$ cat config.mk
export PLATFORM = sky130hd
export DESIGN_NAME = rpfa_regs
export DESIGN_NICKNAME = d
export VERILOG_FILES = /design/src/rpfa_pkg.sv /design/src/rpfa_regs.sv
export SDC_FILE = /design/constraint.sdc
export NUM_CORES = 1
export LEC_CHECK = 0
export ABC_AREA = 1
export BUFFER_PORTS_ARGS = -buffer_cell sky130_fd_sc_hd__buf_2
export CORE_ASPECT_RATIO = 2
export CORE_UTILIZATION = 45
export DETAILED_ROUTE_END_ITERATION = 6
export GPL_ROUTABILITY_DRIVEN = 0
export GPL_TIMING_DRIVEN = 0
export PLACE_DENSITY = 0.81
export SYNTH_ARGS = -nofsm -noshare
export SYNTH_HDL_FRONTEND = slang
export SYNTH_SLANG_ARGS = --single-unit
$ cat constraint.sdc
create_clock -name clk -period 2.1 [get_ports clk]
set_clock_uncertainty 0.05 [all_clocks]
set_input_delay 0.42 -clock clk [delete_from_list [all_inputs] [get_ports clk]]
set_output_delay 0.42 -clock clk [all_outputs]
set_load 0.1 [all_outputs]
$ cat src/rpfa_pkg.sv
`timescale 1ns / 1ps
// Shared types, action and status codes, and default sizes for the
// page frame allocator. No dependencies.
package rpfa_pkg;

  localparam int NUM_PAGES_DEF  = 65536;
  localparam int COUNT_BITS_DEF = 8;

  localparam logic [2:0] ACT_ALLOC = 3'd0;
  localparam logic [2:0] ACT_FREE  = 3'd1;
  localparam logic [2:0] ACT_ADD   = 3'd2;
  localparam logic [2:0] ACT_INC   = 3'd3;
  localparam logic [2:0] ACT_DEC   = 3'd4;
  localparam logic [2:0] ACT_READ  = 3'd5;

  localparam logic [1:0] STS_OK      = 2'd0;
  localparam logic [1:0] STS_NOFRAME = 2'd1;
  localparam logic [1:0] STS_OUTSIDE = 2'd2;
  localparam logic [1:0] STS_FULL    = 2'd3;

  localparam logic REG_POOL_LOW  = 1'b0;
  localparam logic REG_POOL_HIGH = 1'b1;

  localparam logic [16:0] POOL_HIGH_RST = 17'h10000;

  typedef struct packed {
    logic [2:0]  action;
    logic [15:0] page;
  } rpfa_in_t;

  typedef struct packed {
    logic [1:0]  status;
    logic [15:0] granted_page;
    logic [7:0]  ref_count;
    logic [16:0] free_count;
  } rpfa_out_t;

  typedef struct packed {
    logic clear;
    logic accept;
    logic exec;
  } rpfa_cmd_t;

  typedef struct packed {
    logic clr_last;
  } rpfa_stat_t;

endpackage

$ cat src/rpfa_regs.sv
`timescale 1ns / 1ps
// APB-style configuration registers: pool low page and pool high page.
// Depends on rpfa_pkg.
module rpfa_regs (
  input  logic        clk,
  input  logic        rst_n,
  input  logic        psel,
  input  logic        penable,
  input  logic        pwrite,
  input  logic [2:0]  paddr,
  input  logic [31:0] pwdata,
  output logic [31:0] prdata,
  output logic        pready,
  output logic [15:0] pool_low,
  output logic [16:0] pool_high
);
  import rpfa_pkg::*;

  logic [15:0] pool_low_r;
  logic [15:0] pool_low_nxt;
  logic [16:0] pool_high_r;
  logic [16:0] pool_high_nxt;
  logic        wr_en;
  logic        reg_sel;

  assign pready  = 1'b1;
  assign wr_en   = psel && penable && pwrite && pready;
  assign reg_sel = paddr[2];

  always_comb begin
    pool_low_nxt  = pool_low_r;
    pool_high_nxt = pool_high_r;
    if (wr_en) begin
      if (reg_sel == REG_POOL_LOW) begin
        pool_low_nxt = pwdata[15:0];
      end else begin
        pool_high_nxt = pwdata[16:0];
      end
    end
  end

  always_ff @(posedge clk) begin
    if (!rst_n) begin
      pool_low_r  <= '0;
      pool_high_r <= POOL_HIGH_RST;
    end else begin
      pool_low_r  <= pool_low_nxt;
      pool_high_r <= pool_high_nxt;
    end
  end

  always_comb begin
    if (reg_sel == REG_POOL_LOW) begin
      prdata = {16'd0, pool_low_r};
    end else begin
      prdata = {15'd0, pool_high_r};
    end
  end

  assign pool_low  = pool_low_r;
  assign pool_high = pool_high_r;

endmodule

; Word-level counts from Yosys, hierarchy flattened
; Cells that the tools add are included.
[totals]
ff_bits = 33
elab_cells = 8
inputBits = 40
out_inout_bits = 66
[classes]
mux = 1
bitwise_logic = 1
n_reduce_logical = 4
[ops]
columns = op, n
row1 = two-way mux 17 bit, 1
row2 = AND reduction 2 bit, 2
row3 = logical AND 1 bit, 2
row4 = NOT 1 bit, 1

; Depth between registers and ports, before layout
[depth]
word_depth = 3
ltp_mapped = 6
ltp_nobuf = 5

; Worst setup path before layout
; Ideal clock, no wire load.
[synth_timing]
path_kind = register -> output
startpoint = reg pool_low_r[0] (netlist: pool_low[0])
endpoint = out prdata[0]
path_buffers = 0
slack_ps = -102
t_arrival_ps = 1732
t_required_ps = 1630
path_stages_with_launch = 3
cell_sequence = dfxtp_1 > nand2_1 > nand2_1
[synth_via]
elab_chain_cells = 1
[synth_rtl]
columns = element, line
row1 = from (decl), rpfa_regs.sv:19  ; logic [15:0] pool_low_r;
row2 = from (signal assigned), rpfa_regs.sv:47  ; pool_low_r <= pool_low_nxt;
row3 = two-way mux 17 bit, rpfa_regs.sv:53  ; if (reg_sel == REG_POOL_LOW) begin
row4 = to (decl), rpfa_regs.sv:12  ; output logic [31:0] prdata,
; No other way between the ends.

; Worst setup path in the final report
[layout_timing]
startpoint = in paddr[2]
endpoint = out prdata[4]
[layout_via]
elab_chain_cells = 1
[layout_rtl]
columns = element, line
row1 = from (decl), rpfa_regs.sv:10  ; input logic [2:0] paddr,
row2 = two-way mux 17 bit, rpfa_regs.sv:53
; No other way between the ends.

==> metrics <==
Max Cap Viol 0; die area 4200 µm²; first-pass GRT wire length 7380 µm; # fillers 352; Synth Area per Inst 6.53 µm²; largest net degree at the start of global routing 11; Pwr Density 740 nW/µm²; CP Capture Type output pin; via/cell ratio 4.54; share of cells above drive strength 1 0.395; Clock Latency Late Sink 0.28 ns; post-CTS setup buffer count 0; Seq/Total Area, Yosys 0.373; # nets final 402; Crit path max-delay family buffers and inverters; Ant. Diodes 0; detailed-route via count 1867; Final setup viols 0; Total Routing Usage GR 0.237; initial antenna violation count 0; global route overflow 0; Root Driver clkbuf_8; H-tree depth 2; Ports 106; DIE HEIGHT 90.7 µm; Startpoint Class input pin; Clock Sinks 33; vias in the first global route 1734; Worst Max-Slew Pin Slew 0.507 ns; Worst-path clk slew 0.06 ns; Syn Std Cell Area 1770 µm²; DRC viols 0; DR WL/cell 11.1 µm; post-synth top area share 0.373; cts repair resizes 0; critical path class input pin to output pin; antenna viol nets, final 0; synth unique cells 17; cell chain of the critical path buf_6 -> inv_4 -> buf_2 -> nand2_1 -> nand2_1 -> buf_2; Leakage Power 1.38 nW; RSZ-0062 raised after global routing false; FMAX 516 MHz; critical path fanouts, max 10; worst path required time 1.63 ns; largest area contributor in the netlist dfxtp_1; type of the worst min-delay path input pin to register; crit-path max cell delay 0.42 ns; register area 702 µm²; Post-Synthesis Cells 271; hold_buf cts 0; Max-Slew Margin vs Limit 0.662; setup_tns 0 ns; CP bufs+invs 4; # port buffers 70; fin crit share 0.923; post-DP HPWL 3450 µm; crit path DAT 1.47 ns; routed wire length 4580 µm; cell row count 31; slowest CP cell buf_2; Yosys warnings 0; CTS tree done; Iter 0 DRT Violations 48; CORE AREA 3680 µm²; DR pass1 iterations 4; run status completed; Initial Util 0.480; deepest clock path buffer count 2; Synth Register Bits 33; Final Max Slew Viols 0; Multi-input gate area 851 µm²; Worst IR Drop VDD 0.486 mV; Fin. Hold Viols 0; Design Power 1.75 mW; synthesis-to-layout area growth 33.4%; top cells by area, synth dfxtp_1 (37%), nand2_1 (18%), nor2_1 (14%); die span in x 46.4 µm; Tmin final 1.94 ns; Num CTS Buffers 5
==> logic make-up (layout without fill, tap and decap cells) <==
| group | count (synthesis) | in the layout | synth area share |
|---|---|---|---|
| buffers and inverters | 51 | 128 | 0.176 |
| other | 2 | 16 | 0.00424 |
| and+or+nand+nor | 184 | 184 | 0.444 |
| AOI/OAI and AO/OA | 1 | 1 | 0.00282 |
| DFF | 33 | 33 | 0.373 |
==> state kept, by name (all words and copies together) (netlist names) <==
name and flops:
pool_low 16, pool_high 17
==> worst min-delay path, stage by stage <==
cell	delay, ns
buf_2	0.08
nand2_1	0.05
nand3_1	0.07
==> metal layers <==
metal | share of wire | track usage
met1 | 0.36 | 0.230
met2 | 0.56 | 0.436
met3 | 0.052 | 0.0460
met4 | 0.029 | 0.103
met5 | 0 | 0
==> through the flow <==
stage / hold slack, ns / worst slack [ns] / util / area, µm² / std cells
2_1_floorplan: 0.496 / 0.0873 / - / 1860 / 285
3_3_place_gp: 0.415 / 0.147 / 0.618 / 2280 / 404
3_5_place_dp: 0.423 / 0.163 / 0.618 / 2280 / 404
4_1_cts: 0.318 / 0.162 / 0.641 / 2360 / 411
5_1_grt: 0.347 / 0.0873 / 0.641 / 2360 / 411
6_report: 0.313 / 0.162 / 0.641 / 2360 / 411
==> worst paths after layout <==
check | startpoint | slack [ns] | end | cells past startpoint
setup / recovery | paddr[2] | 0.16 | prdata[4] | 6
hold / removal | pwdata[16] | 0.31 | pool_high[16] | 3
setup reg to reg | pool_low[11] | 1.44 | pool_low[11] | 2
hold reg to reg | pool_high[13] | 0.43 | pool_high[13] | 2
==> Yosys cell counts <==
cell / instances
buf_1: 1
buf_2: 7
buf_4: 16
buf_6: 5
buf_8: 1
clkbuf_1: 2
conb_1: 2
dfxtp_1: 33
inv_1: 18
inv_4: 1
nand2_1: 83
nand3_1: 33
nand3_4: 1
nor2_1: 64
nor2_4: 1
nor2_8: 2
o21ai_0: 1
==> layout by cell type, fill, tap and decap left out <==
cell type | netlist | routed
inv_4 | 1 | 1
clkbuf_8 | 0 | 6
clkbuf_1 | 2 | 3
nand2_1 | 83 | 83
nor2_1 | 64 | 64
nor2_4 | 1 | 1
buf_8 | 1 | 1
nand3_1 | 33 | 33
o21ai_0 | 1 | 1
buf_2 | 7 | 77
buf_1 | 1 | 1
inv_1 | 18 | 18
conb_1 | 2 | 16
nor2_8 | 2 | 2
nand3_4 | 1 | 1
buf_6 | 5 | 5
dfxtp_2 | 0 | 33
buf_4 | 16 | 16
==> cell type report <==
cell class	instances	share of cell area
Buffer	32	0.101
Clock buffer	7	0.0365
Multi-Input combinational cell	201	0.360
Tap cell	49	0.0260
Inverter	19	0.0312
Sequential cell	33	0.297
Timing Repair Buffer	70	0.148
==> where the power goes <==
group          internal, mW  switching, mW  total [mW]
Sequential            0.652         0.0153       0.668
Clock                 0.260          0.219       0.479
Combinational         0.105          0.496       0.601
Total                  1.02          0.730        1.75
Note: power is estimated with default switching activity, not from simulation.
