<file path="src/rpfa_pkg.sv">
`timescale 1ns / 1ps
// Shared types, action and status codes, and default sizes for the
// page frame allocator. No dependencies.
package rpfa_pkg;

  localparam int NUM_PAGES_DEF  = 65536;
  localparam int COUNT_BITS_DEF = 8;

  localparam logic [2:0] ACT_ALLOC = 3'd0;
  localparam logic [2:0] ACT_FREE  = 3'd1;
  localparam logic [2:0] ACT_ADD   = 3'd2;
  localparam logic [2:0] ACT_INC   = 3'd3;
  localparam logic [2:0] ACT_DEC   = 3'd4;
  localparam logic [2:0] ACT_READ  = 3'd5;

  localparam logic [1:0] STS_OK      = 2'd0;
  localparam logic [1:0] STS_NOFRAME = 2'd1;
  localparam logic [1:0] STS_OUTSIDE = 2'd2;
  localparam logic [1:0] STS_FULL    = 2'd3;

  localparam logic REG_POOL_LOW  = 1'b0;
  localparam logic REG_POOL_HIGH = 1'b1;

  localparam logic [16:0] POOL_HIGH_RST = 17'h10000;

  typedef struct packed {
    logic [2:0]  action;
    logic [15:0] page;
  } rpfa_in_t;

  typedef struct packed {
    logic [1:0]  status;
    logic [15:0] granted_page;
    logic [7:0]  ref_count;
    logic [16:0] free_count;
  } rpfa_out_t;

  typedef struct packed {
    logic clear;
    logic accept;
    logic exec;
  } rpfa_cmd_t;

  typedef struct packed {
    logic clr_last;
  } rpfa_stat_t;

endpackage

</file>
<file path="src/rpfa_ctrl.sv">
`timescale 1ns / 1ps
// Controller: clears the count table after reset, then sequences each
// transaction through accept and execute. Depends on rpfa_pkg.
module rpfa_ctrl (
  input  logic                 clk,
  input  logic                 rst_n,
  input  logic                 start,
  input  rpfa_pkg::rpfa_stat_t stat,
  output rpfa_pkg::rpfa_cmd_t  cmd,
  output logic                 busy
);
  import rpfa_pkg::*;

  typedef enum logic [2:0] {
    ST_CLEAR = 3'b001,
    ST_IDLE  = 3'b010,
    ST_EXEC  = 3'b100
  } state_t;

  state_t state_r;
  state_t state_nxt;

  always_comb begin
    state_nxt = state_r;
    case (state_r)
      ST_CLEAR: begin
        if (stat.clr_last) begin
          state_nxt = ST_IDLE;
        end
      end
      ST_IDLE: begin
        if (start) begin
          state_nxt = ST_EXEC;
        end
      end
      ST_EXEC: begin
        state_nxt = ST_IDLE;
      end
      default: begin
        state_nxt = ST_CLEAR;
      end
    endcase
  end

  always_ff @(posedge clk) begin
    if (!rst_n) begin
      state_r <= ST_CLEAR;
    end else begin
      state_r <= state_nxt;
    end
  end

  assign busy       = (state_r != ST_IDLE);
  assign cmd.clear  = (state_r == ST_CLEAR);
  assign cmd.accept = (state_r == ST_IDLE) && start;
  assign cmd.exec   = (state_r == ST_EXEC);

endmodule

</file>
<file path="config.mk">
export PLATFORM = sky130hd
export DESIGN_NAME = rpfa_ctrl
export DESIGN_NICKNAME = d
export VERILOG_FILES = /design/src/rpfa_pkg.sv /design/src/rpfa_ctrl.sv
export SDC_FILE = /design/constraint.sdc
export NUM_CORES = 1
export LEC_CHECK = 0
export BUFFER_PORTS_ARGS = -buffer_cell sky130_fd_sc_hd__buf_2
export CORE_AREA = 2 2 39 41
export DETAILED_ROUTE_END_ITERATION = 8
export DIE_AREA = 0 0 41 43
export GPL_TIMING_DRIVEN = 0
export PLACE_DENSITY = 0.31
export SLEW_MARGIN = 25
export SYNTH_ARGS = -nofsm -noshare
export SYNTH_HDL_FRONTEND = slang
export SYNTH_SLANG_ARGS = --single-unit
</file>
<file path="constraint.sdc">
create_clock -name clk -period 2.4 [get_ports clk]
set_clock_uncertainty 0.15 [all_clocks]
set_input_delay 0.24 -clock clk [delete_from_list [all_inputs] [get_ports clk]]
set_output_delay 0.24 -clock clk [all_outputs]
set_load 0.005 [all_outputs]
</file>
; ---- Word-level counts from Yosys, hierarchy flattened
; Cells that the tools add are included.
[totals]
wordCells = 12
output_inout_bits = 4
ff_bits = 3
in_bits = 4
[classes]
n_mux = 3
n_eq_ne = 6
n_reduce_logical = 2
[op_table]
columns = operator, n
row1 = 3-bit one-hot mux with 3 select lines, 1
row2 = 3-bit 2-to-1 mux, 2
row3 = 2-bit != test (second input constant), 2
row4 = 3-bit by 1-bit equality test with 1-bit output (second input constant), 1
row5 = 3-bit by 2-bit equality test with 1-bit output (second input constant), 1
row6 = 3-bit equality test (second input constant), 1
row7 = 3-bit by 2-bit != test with 1-bit output (second input constant), 1
row8 = 2-bit AND reduction, 1
row9 = 1-bit logical AND, 1

; ---- Longest topological paths before layout
; Gate-level depths: netlist of run 1.
[logic_depth]
word_depth = 3
ltp_mapped = 2
ltp_nobuf = 2

; ---- Worst setup path before layout of run 1
; OpenSTA, ideal clock, no wires.
[synth_path]
path_kind = reg2out
from = register state_r[1]
to = output port cmd[1] (netlist name)
n_path_buf = 0
path_stages_with_launch = 3
t_arrival_ns = 0.734
setup_slack_ns = 1.276
required_ns = 2.010
path_cell_list = dfxtp_1 -> nor3b_2 -> and2_1
[synth_rtl]
columns = item, line
row1 = from (decl), rpfa_ctrl.sv:20  ; state_t state_r;
row2 = from (signal assigned), rpfa_ctrl.sv:49  ; state_r <= state_nxt;
row3 = to (decl), rpfa_ctrl.sv:9  ; output rpfa_pkg::rpfa_cmd_t cmd,

==> results of run 1 <==
## kinds of logic after synthesis
family          share of synthesized area, %
buf+inv                                 2.56
simple gates                            45.3
flops                                   41.0
compound gates                          11.1
## cells in the final DEF, fill, tap and decap left out, drive strengths merged
master	count
and2	1
and3	1
and4bb	1
buf	7
clkbuf	4
dfxtp	3
inv	1
nor3b	3
nor4b	1
o31a	1
o31ai	1
## worst min-delay path by stage
stage | endpoint | slack [ns] | from
6_report | state_r[0] | 0.07 | rst_n
5_1_grt | state_r[0] | 0.07 | rst_n
4_1_cts | state_r[0] | 0.07 | rst_n
3_5_place_dp | state_r[0] | 0.31 | rst_n
3_3_place_gp | state_r[0] | 0.31 | rst_n
2_1_floorplan | state_r[0] | 0.16 | rst_n
## routing by layer
layer	GRT usage (%)	part of all wire, %	vias up
met4	8.00	0	0
met1	3.19	29	73
li1	-	-	72
met3	3.14	4.7	0
met5	0	0	-
met2	8.13	65	3
## layout make-up
cell class	count	area (sq um)
clock buffer	4	26.3
inverter	1	3.75
fill	165	1160
timing repair buffer	7	35.0
multi-input combinational	9	82.6
sequential	3	60.1
tap	16	20.0
## metrics by stage
stage	setup slack, ns	power [mW]	hold slack, ns
CTS	0.855	0.162	0.0682
detailed placement	1.10	0.0708	0.310
global route	0.752	0.171	0.0658
global placement	1.13	0.0705	0.310
finish	0.882	0.156	0.0688
floorplan	1.28	0.0634	0.161
## critical path, stage by stage, from the launching register on
cell,delay (ns)
dfxtp_1,0.37
nor3b_2,0.27
and2_1,0.16
buf_2,0.10
## power by group through the flow
stage | combinational (mW) | clock (mW) | sequential, mW
global route | 0.0147 | 0.0990 | 0.0569
floorplan | 0.00719 | 0 | 0.0562
detailed placement | 0.0137 | 0 | 0.0572
global placement | 0.0135 | 0 | 0.0570
finish | 0.0133 | 0.0864 | 0.0562
CTS | 0.0138 | 0.0917 | 0.0564
==> flow_metrics.env, run 1 <==
export IMPL_ys_ff_latch=3
export IMPL_drtIter0Drc=0
export IMPL_finalCriticalPeriod_ns=1.52
export IMPL_synth_avg_cell_area_sq_um=11.3
export IMPL_power_density_nw_per_um2=685
export IMPL_viasPerCell=3.70
export IMPL_fp_dieW_um=41
export IMPL_cts_path_max_buffers=2
export IMPL_yosys_warnings=0
export IMPL_critical_path_class="register to output pin"
export IMPL_htreeDepth=1
export IMPL_track_usage_pct=5.41
export IMPL_rr_worst_depth=2
export IMPL_grt_overflow=0
export IMPL_r2r_start="state_r[1]"
export IMPL_cp_required_ns=2.01
export IMPL_synth_top_area_cell="dfxtp_1"
export IMPL_startpoint_type="register"
export IMPL_dpl_cell_count=36
export IMPL_row_count=14
export IMPL_setup_viol=0
export IMPL_ir_worst_vdd_uv=90.9
export IMPL_combPwrFrac_pct=8.6
export IMPL_max_freq_mhz=659
export IMPL_grt_max_degree=6
export IMPL_crit_fanout=5
export IMPL_synth_edf_count=0
export IMPL_endpoint="cmd[1]"
export IMPL_postCtsHoldBufs=0
export IMPL_first_pass_iters=1
export IMPL_grt_pass1_wl_um=552
export IMPL_drcViolationCount=0
export IMPL_top_register="state_r"
export IMPL_routedWlPerCell_um=8.48
export IMPL_drive_gt1_share_pct=50.0
export IMPL_grt_antenna_before_repair=0
export IMPL_drt_wl_total_um=339
export IMPL_die_area_sq_um=1760
export IMPL_yosys_top_cells_area="dfxtp_1 (41%), nor3b_2 (17%), and4bb_1 (8.5%)"
export IMPL_top_regs="state_r x3"
export IMPL_ys_top_cells_by_count="dfxtp_1 (3), nor3b_2 (2)"
export IMPL_p_sw_mw=0.0327
export IMPL_cts_setup_buffers=0
export IMPL_design_area_sq_um=228
export IMPL_swShare_pct=20.9
export IMPL_nets=29
export IMPL_power_frac_seq_pct=36.0
export IMPL_clk_latency_ns=0.23
export IMPL_die_y_um=43
export IMPL_final_max_slew_viol_count=0
export IMPL_gp_congestion=0.568
export IMPL_p_leak_nw=0.0946
export IMPL_final_cells=40
export IMPL_core_sq_um=1380
export IMPL_status="finished clean"
export IMPL_synth_top_area_share_pct=41.0
export IMPL_cts_made_buffers=3
export IMPL_setup_worst_path_end_class="output pin"
export IMPL_antenna_diode_count=0
export IMPL_cts_sinks=3
export IMPL_hold_path_class="input port to register"
export IMPL_place_area_sq_um=201
export IMPL_maxCapViolations=0
export IMPL_first_global_vias=159
export IMPL_intPower_mw=0.123
export IMPL_fin_setup_tns_ns=0
export IMPL_timing_rr_end="state_r[1]"
export IMPL_cts_resized_gates=0
export IMPL_cts_root_buf="clkbuf_4"
export IMPL_synth_cell_types=10
export IMPL_num_io_pins=8
export IMPL_r2r_setup_slack_ns=1.23
export IMPL_yosys_most_used_dff="dfxtp_1"
export IMPL_start_util_pct=10.6
export IMPL_clkTransAtPathRegs_ns=0.04
export IMPL_synth_fp_nets=17
export IMPL_clkPwrFrac_pct=55.4
export IMPL_vias=148
export IMPL_finalHoldViolations=0
export IMPL_portBuffers=7
export IMPL_synth_cells=13
export IMPL_synth_area_sq_um=146
export IMPL_antenna_left=0
export IMPL_slew_headroom_pct=83.8
export IMPL_timing_final_crit_share_pct=63.3
export IMPL_synthArstFlopShare_pct=0
export IMPL_cts_tree="yes"
export IMPL_synth_seq_area_share_pct=41.0
export IMPL_critical_path_arrival_ns=1.13
export IMPL_largest_reg_flops=3
export IMPL_cp_startpoint="state_r[1]"
export IMPL_rsz0062_at_grt="no"
export IMPL_tightestPinTransition_ns=0.240
export IMPL_yosysMostFrequentCell="dfxtp_1"
export IMPL_whs_path_depth=2
export IMPL_synthToLayoutAreaGrowth_pct=55.6
export IMPL_fin_util_pct=16.5
(Power assumes the default switching activity.)
==> inputs of run 2 (changes only) <==
--- a/config.mk
+++ b/config.mk
@@ -10,7 +10,7 @@
 export DETAILED_ROUTE_END_ITERATION = 8
 export DIE_AREA = 0 0 41 43
 export GPL_TIMING_DRIVEN = 0
-export PLACE_DENSITY = 0.31
+export PLACE_DENSITY = 0.32
 export SLEW_MARGIN = 25
 export SYNTH_ARGS = -nofsm -noshare
 export SYNTH_HDL_FRONTEND = slang
==> constraint.sdc (replaced) <==
create_clock -name clk -period 1.3 [get_ports clk]
set_clock_uncertainty 0.15 [all_clocks]
set_input_delay 0.13 -clock clk [delete_from_list [all_inputs] [get_ports clk]]
set_output_delay 0.13 -clock clk [all_outputs]
set_load 0.005 [all_outputs]
==> run 2 against run 1 <==
  * The flow now finishes with violations (setup timing)
  * Worst setup slack worse by 0.91 ns
  * Highest routed layer unchanged
  * Largest cell class unchanged
  * Cell count up 7.5%
  * Combinational power up 140%
  * Hold slack worse by 0.050 ns
==> flow_metrics.env, run 2 (synthesis results as in run 1) <==
export IMPL_status="complete, but fails checks"
export IMPL_violations="setup timing"
export IMPL_slew_headroom_pct=83.6
export IMPL_power_density_nw_per_um2=1100
export IMPL_viasPerCell=3.63
export IMPL_core_sq_um=1380
export IMPL_power_mw=0.295
export IMPL_setup_viol=1
export IMPL_whs_ns=0.0189
export IMPL_maxCapViolations=0
export IMPL_clk_latency_ns=0.23
export IMPL_clkTransAtPathRegs_ns=0.03
export IMPL_setup_worst_path_end_class="output pin"
export IMPL_power_frac_seq_pct=34.8
export IMPL_antenna_left=0
export IMPL_cts_made_buffers=3
export IMPL_drive_gt1_share_pct=63.0
export IMPL_critical_path_arrival_ns=1.05
export IMPL_cts_root_buf="clkbuf_4"
export IMPL_fin_util_pct=19.3
export IMPL_drt_wl_total_um=350
export IMPL_track_usage_pct=5.41
export IMPL_vias=156
export IMPL_cp_required_ns=1.02
export IMPL_max_freq_mhz=751
export IMPL_design_area_sq_um=268
export IMPL_finalCriticalPeriod_ns=1.33
export IMPL_start_util_pct=10.6
export IMPL_cts_tree="yes"
export IMPL_grt_pass1_wl_um=558
export IMPL_first_global_vias=163
export IMPL_ir_worst_vdd_uv=149
export IMPL_rr_worst_depth=3
export IMPL_htreeDepth=1
export IMPL_grt_antenna_before_repair=0
export IMPL_num_io_pins=8
export IMPL_final_max_slew_viol_count=0
export IMPL_swShare_pct=21.5
export IMPL_die_y_um=43
export IMPL_critical_path_class="register to output pin"
export IMPL_nets=32
export IMPL_dpl_hpwl_um=272
export IMPL_fp_dieW_um=41
export IMPL_final_cell_mix="buf_2 (7), clkbuf_4 (3), buf_4 (2), dfxtp_4 (2)"
export IMPL_antenna_diode_count=0
export IMPL_timing_final_crit_share_pct=102
export IMPL_row_count=14
export IMPL_routedWlPerCell_um=8.14
export IMPL_crit_fanout=4
export IMPL_intPower_mw=0.232
export IMPL_grt_overflow=0
export IMPL_drtIter0Drc=0
export IMPL_gp_congestion=0.565
export IMPL_combPwrFrac_pct=10.9
export IMPL_first_pass_iters=1
export IMPL_cts_path_max_buffers=2
export IMPL_cts_sinks=3
export IMPL_die_area_sq_um=1760
export IMPL_place_area_sq_um=201
export IMPL_top_register="state_r"
export IMPL_p_sw_mw=0.0635
export IMPL_startpoint_type="register"
export IMPL_drcViolationCount=0
export IMPL_hold_path_class="input port to register"
export IMPL_tightestPinTransition_ns=0.242
export IMPL_finalHoldViolations=0
export IMPL_top_regs="state_r x3"
export IMPL_whs_path_depth=2
export IMPL_synthToLayoutAreaGrowth_pct=82.9
export IMPL_grt_max_degree=6
export IMPL_rsz0062_at_grt="yes"
export IMPL_layout_cells_most_common="buf_2"
export IMPL_final_setup_worst_slack_ns=-0.0315
export IMPL_p_leak_nw=0.111
export IMPL_fillCellCount=164
export IMPL_clkPwrFrac_pct=54.3
export IMPL_largest_reg_flops=3
export IMPL_portBuffers=7
run 2: cell count changes in the layout (fill, tap and decap cells not counted), sizes merged:
cell         before  now
buf               7    9
dlygate4sd3       0    1
run 2: per-stage QoR:
stage | instances | setup WS [ns] | TNS (ns)
global route | 43 | -0.105 | -0.157
global placement | 36 | 0.132 | 0
CTS | 42 | -0.0543 | -0.0543
finish | 43 | -0.0315 | -0.0315
floorplan | 13 | 0.196 | 0
detailed placement | 36 | 0.118 | 0
run 2: worst paths after layout:
kind	startpoint	endpoint	slack, ns
max	state_r[2]	cmd[1]	-0.03
max reg2reg	state_r[1]	state_r[1]	0.09
min	start	state_r[2]	0.02
min reg2reg	state_r[2]	state_r[2]	0.47
run 2: area by class of cell:
class | instances | area [sq um] | area share [%]
well taps | 16 | 20.0 | 7.48
multi-input cells | 9 | 88.8 | 33.2
flip-flops and latches | 3 | 68.8 | 25.7
clock buffers | 4 | 26.3 | 9.81
inverters | 1 | 3.75 | 1.40
repair buffers | 10 | 60.1 | 22.4
run 2: metal layers:
metal | track usage [%] | wire length [um] | vias up
li1 | - | - | 78
met1 | 3.19 | 116 | 73
met2 | 8.13 | 215 | 5
met3 | 3.14 | 18 | 0
met4 | 8.00 | 0 | 0
met5 | 0 | 0 | -
run 2: power by group through the flow:
stage	clock network, mW	logic, mW	registers (mW)
2_1_floorplan	0	0.0133	0.104
6_report	0.160	0.0321	0.103
3_5_place_dp	0	0.0254	0.105
3_3_place_gp	0	0.0249	0.105
4_1_cts	0.174	0.0325	0.106
5_1_grt	0.180	0.0357	0.104
run 2: worst max-delay path: stages (launching register included):
cell,delay [ns]
dfxtp_4,0.35
nor3b_4,0.23
and2_1,0.14
buf_2,0.10
run 2: timing repair:
action | in CTS | in global routing
endpoints found under the hold margin | 2 | 0
endpoints found under the setup margin | 3 | 4
hold buffers | 1 | 0
setup buffers | 1 | 1
pin swaps | 1 | 1
gates resized for setup | 4 | 2
==> inputs of run 3 (changes only) <==
--- a/config.mk
+++ b/config.mk
@@ -10,6 +10,7 @@
 export DETAILED_ROUTE_END_ITERATION = 8
 export DIE_AREA = 0 0 41 43
 export GPL_TIMING_DRIVEN = 0
+export HOLD_SLACK_MARGIN = 0.06
 export PLACE_DENSITY = 0.32
 export SLEW_MARGIN = 25
 export SYNTH_ARGS = -nofsm -noshare
==> run 3 against run 2 <==
  * The flow still finishes with violations (setup timing)
  * Combinational power rose by 7.5%
  * Cell area rose by 3.7%
  * Total power grew 0.78%
  * Non-clock buffer count grew 1
  * Worst setup slack about the same
  * Critical endpoint unchanged
  * Largest power group unchanged
  * First-iteration DRC count unchanged
==> flow_metrics.env, run 3 (synthesis results as in run 1) <==
export IMPL_final_seq_area_sq_um=68.8
export IMPL_start_util_pct=10.6
export IMPL_p_leak_nw=0.115
export IMPL_row_count=14
export IMPL_grt_pass1_wl_um=558
export IMPL_cts_tree="yes"
export IMPL_first_global_vias=167
export IMPL_finalHoldViolations=0
export IMPL_drive_gt1_share_pct=60.7
export IMPL_tightestPinTransition_ns=0.242
export IMPL_nets=33
export IMPL_ir_worst_vdd_uv=149
export IMPL_violations="setup timing"
export IMPL_first_pass_iters=1
export IMPL_viasPerCell=3.68
export IMPL_largest_reg_flops=3
export IMPL_drcViolationCount=0
export IMPL_gp_congestion=0.565
export IMPL_top_regs="state_r x3"
export IMPL_fp_dieW_um=41
export IMPL_grt_overflow=0
export IMPL_fillCellCount=163
export IMPL_top_register="state_r"
export IMPL_final_cell_mix="buf_2 (7), clkbuf_4 (3), dlygate4sd3_1 (2), buf_4 (2), dfxtp_4 (2)"
export IMPL_grt_antenna_before_repair=0
export IMPL_setup_viol=1
export IMPL_cp_required_ns=1.02
export IMPL_power_density_nw_per_um2=1070
export IMPL_multiInputGateArea_sq_um=88.8
export IMPL_crit_fanout=4
export IMPL_cts_sinks=3
export IMPL_cts_made_buffers=3
export IMPL_maxCapViolations=0
export IMPL_drtIter0Drc=0
export IMPL_r2r_start="state_r[1]"
export IMPL_slew_headroom_pct=83.7
export IMPL_die_y_um=43
export IMPL_num_io_pins=8
export IMPL_cp_startpoint="state_r[2]"
export IMPL_die_area_sq_um=1760
export IMPL_post_place_ws_ns=0.118
export IMPL_worstHoldStart="start"
export IMPL_dpl_hpwl_um=272
export IMPL_cts_path_max_buffers=2
export IMPL_track_usage_pct=5.41
export IMPL_cts_root_buf="clkbuf_4"
export IMPL_vias=162
export IMPL_finalCriticalPeriod_ns=1.33
export IMPL_clkTransAtPathRegs_ns=0.04
export IMPL_fin_setup_tns_ns=-0.0318
export IMPL_layout_cells_most_common="buf_2"
export IMPL_critical_path_arrival_ns=1.05
export IMPL_setup_worst_path_end_class="output pin"
export IMPL_antenna_left=0
export IMPL_hold_path_class="input port to register"
export IMPL_status="complete, but fails checks"
export IMPL_final_max_slew_viol_count=0
export IMPL_clk_latency_ns=0.23
export IMPL_timing_final_crit_share_pct=102
export IMPL_grt_max_degree=6
export IMPL_htreeDepth=1
export IMPL_portBuffers=7
export IMPL_synthToLayoutAreaGrowth_pct=89.7
export IMPL_routedWlPerCell_um=8.07
export IMPL_drt_wl_total_um=355
export IMPL_core_sq_um=1380
export IMPL_critical_path_class="register to output pin"
export IMPL_antenna_diode_count=0
export IMPL_rsz0062_at_grt="yes"
export IMPL_startpoint_type="register"
export IMPL_max_freq_mhz=751
export IMPL_final_setup_worst_slack_ns=-0.0318
## run 3: report_power, final
part	switching [mW]	internal, mW	leakage, nW
clock	0.0456	0.115	0.0150
combinational	0.0112	0.0232	0.0741
sequential	0.00699	0.0958	0.0258
total	0.0638	0.234	0.115
## run 3: path summary, 6_finish.rpt
path	endpoint	slack, ns	cells after the start
worst max register to register	state_r[1]	0.09	3
worst min-delay path	state_r[1]	0.16	3
worst max-delay path	cmd[1]	-0.03	3
worst min register to register	state_r[2]	0.47	2
## run 3: layout make-up
type,count,area share [%]
sequential,3,24.8
tap,16,7.21
inverter,1,1.35
multi-input combinational,9,32.0
clock buffer,4,9.46
timing repair buffer,11,25.2
## run 3: what timing repair did
action                                  4_1_cts  5_1_grt
hold endpoints to repair                      3        0
endpoints found under the setup margin        3        4
setup buffers                                 1        1
hold buffers                                  2        0
pin swaps                                     1        1
cloned                                        0        0
resized for setup                             4        2
## run 3: worst max-delay path, cell delays in order (launching register included)
cell     delay (ns)
dfxtp_4        0.35
nor3b_4        0.23
and2_1         0.14
buf_2          0.10
## run 3: metal layers
layer,routed length (um),global-route usage (%)
met1,117,3.19
met2,218,8.13
met3,18,3.14
met4,0,8.00
met5,0,0
## run 3: stage by stage
| step | hold slack [ns] | util [%] | area [sq um] | power [mW] | instances |
|---|---|---|---|---|---|
| 6_report | 0.159 | 20.1 | 278 | 0.298 | 44 |
| 5_1_grt | 0.174 | 20.1 | 278 | 0.322 | 44 |
| 4_1_cts | 0.152 | 19.2 | 265 | 0.314 | 43 |
| 3_5_place_dp | 0.192 | 14.6 | 201 | 0.131 | 36 |
| 3_3_place_gp | 0.200 | 14.6 | 201 | 0.130 | 36 |
| 2_1_floorplan | 0.0511 | - | 146 | 0.117 | 13 |
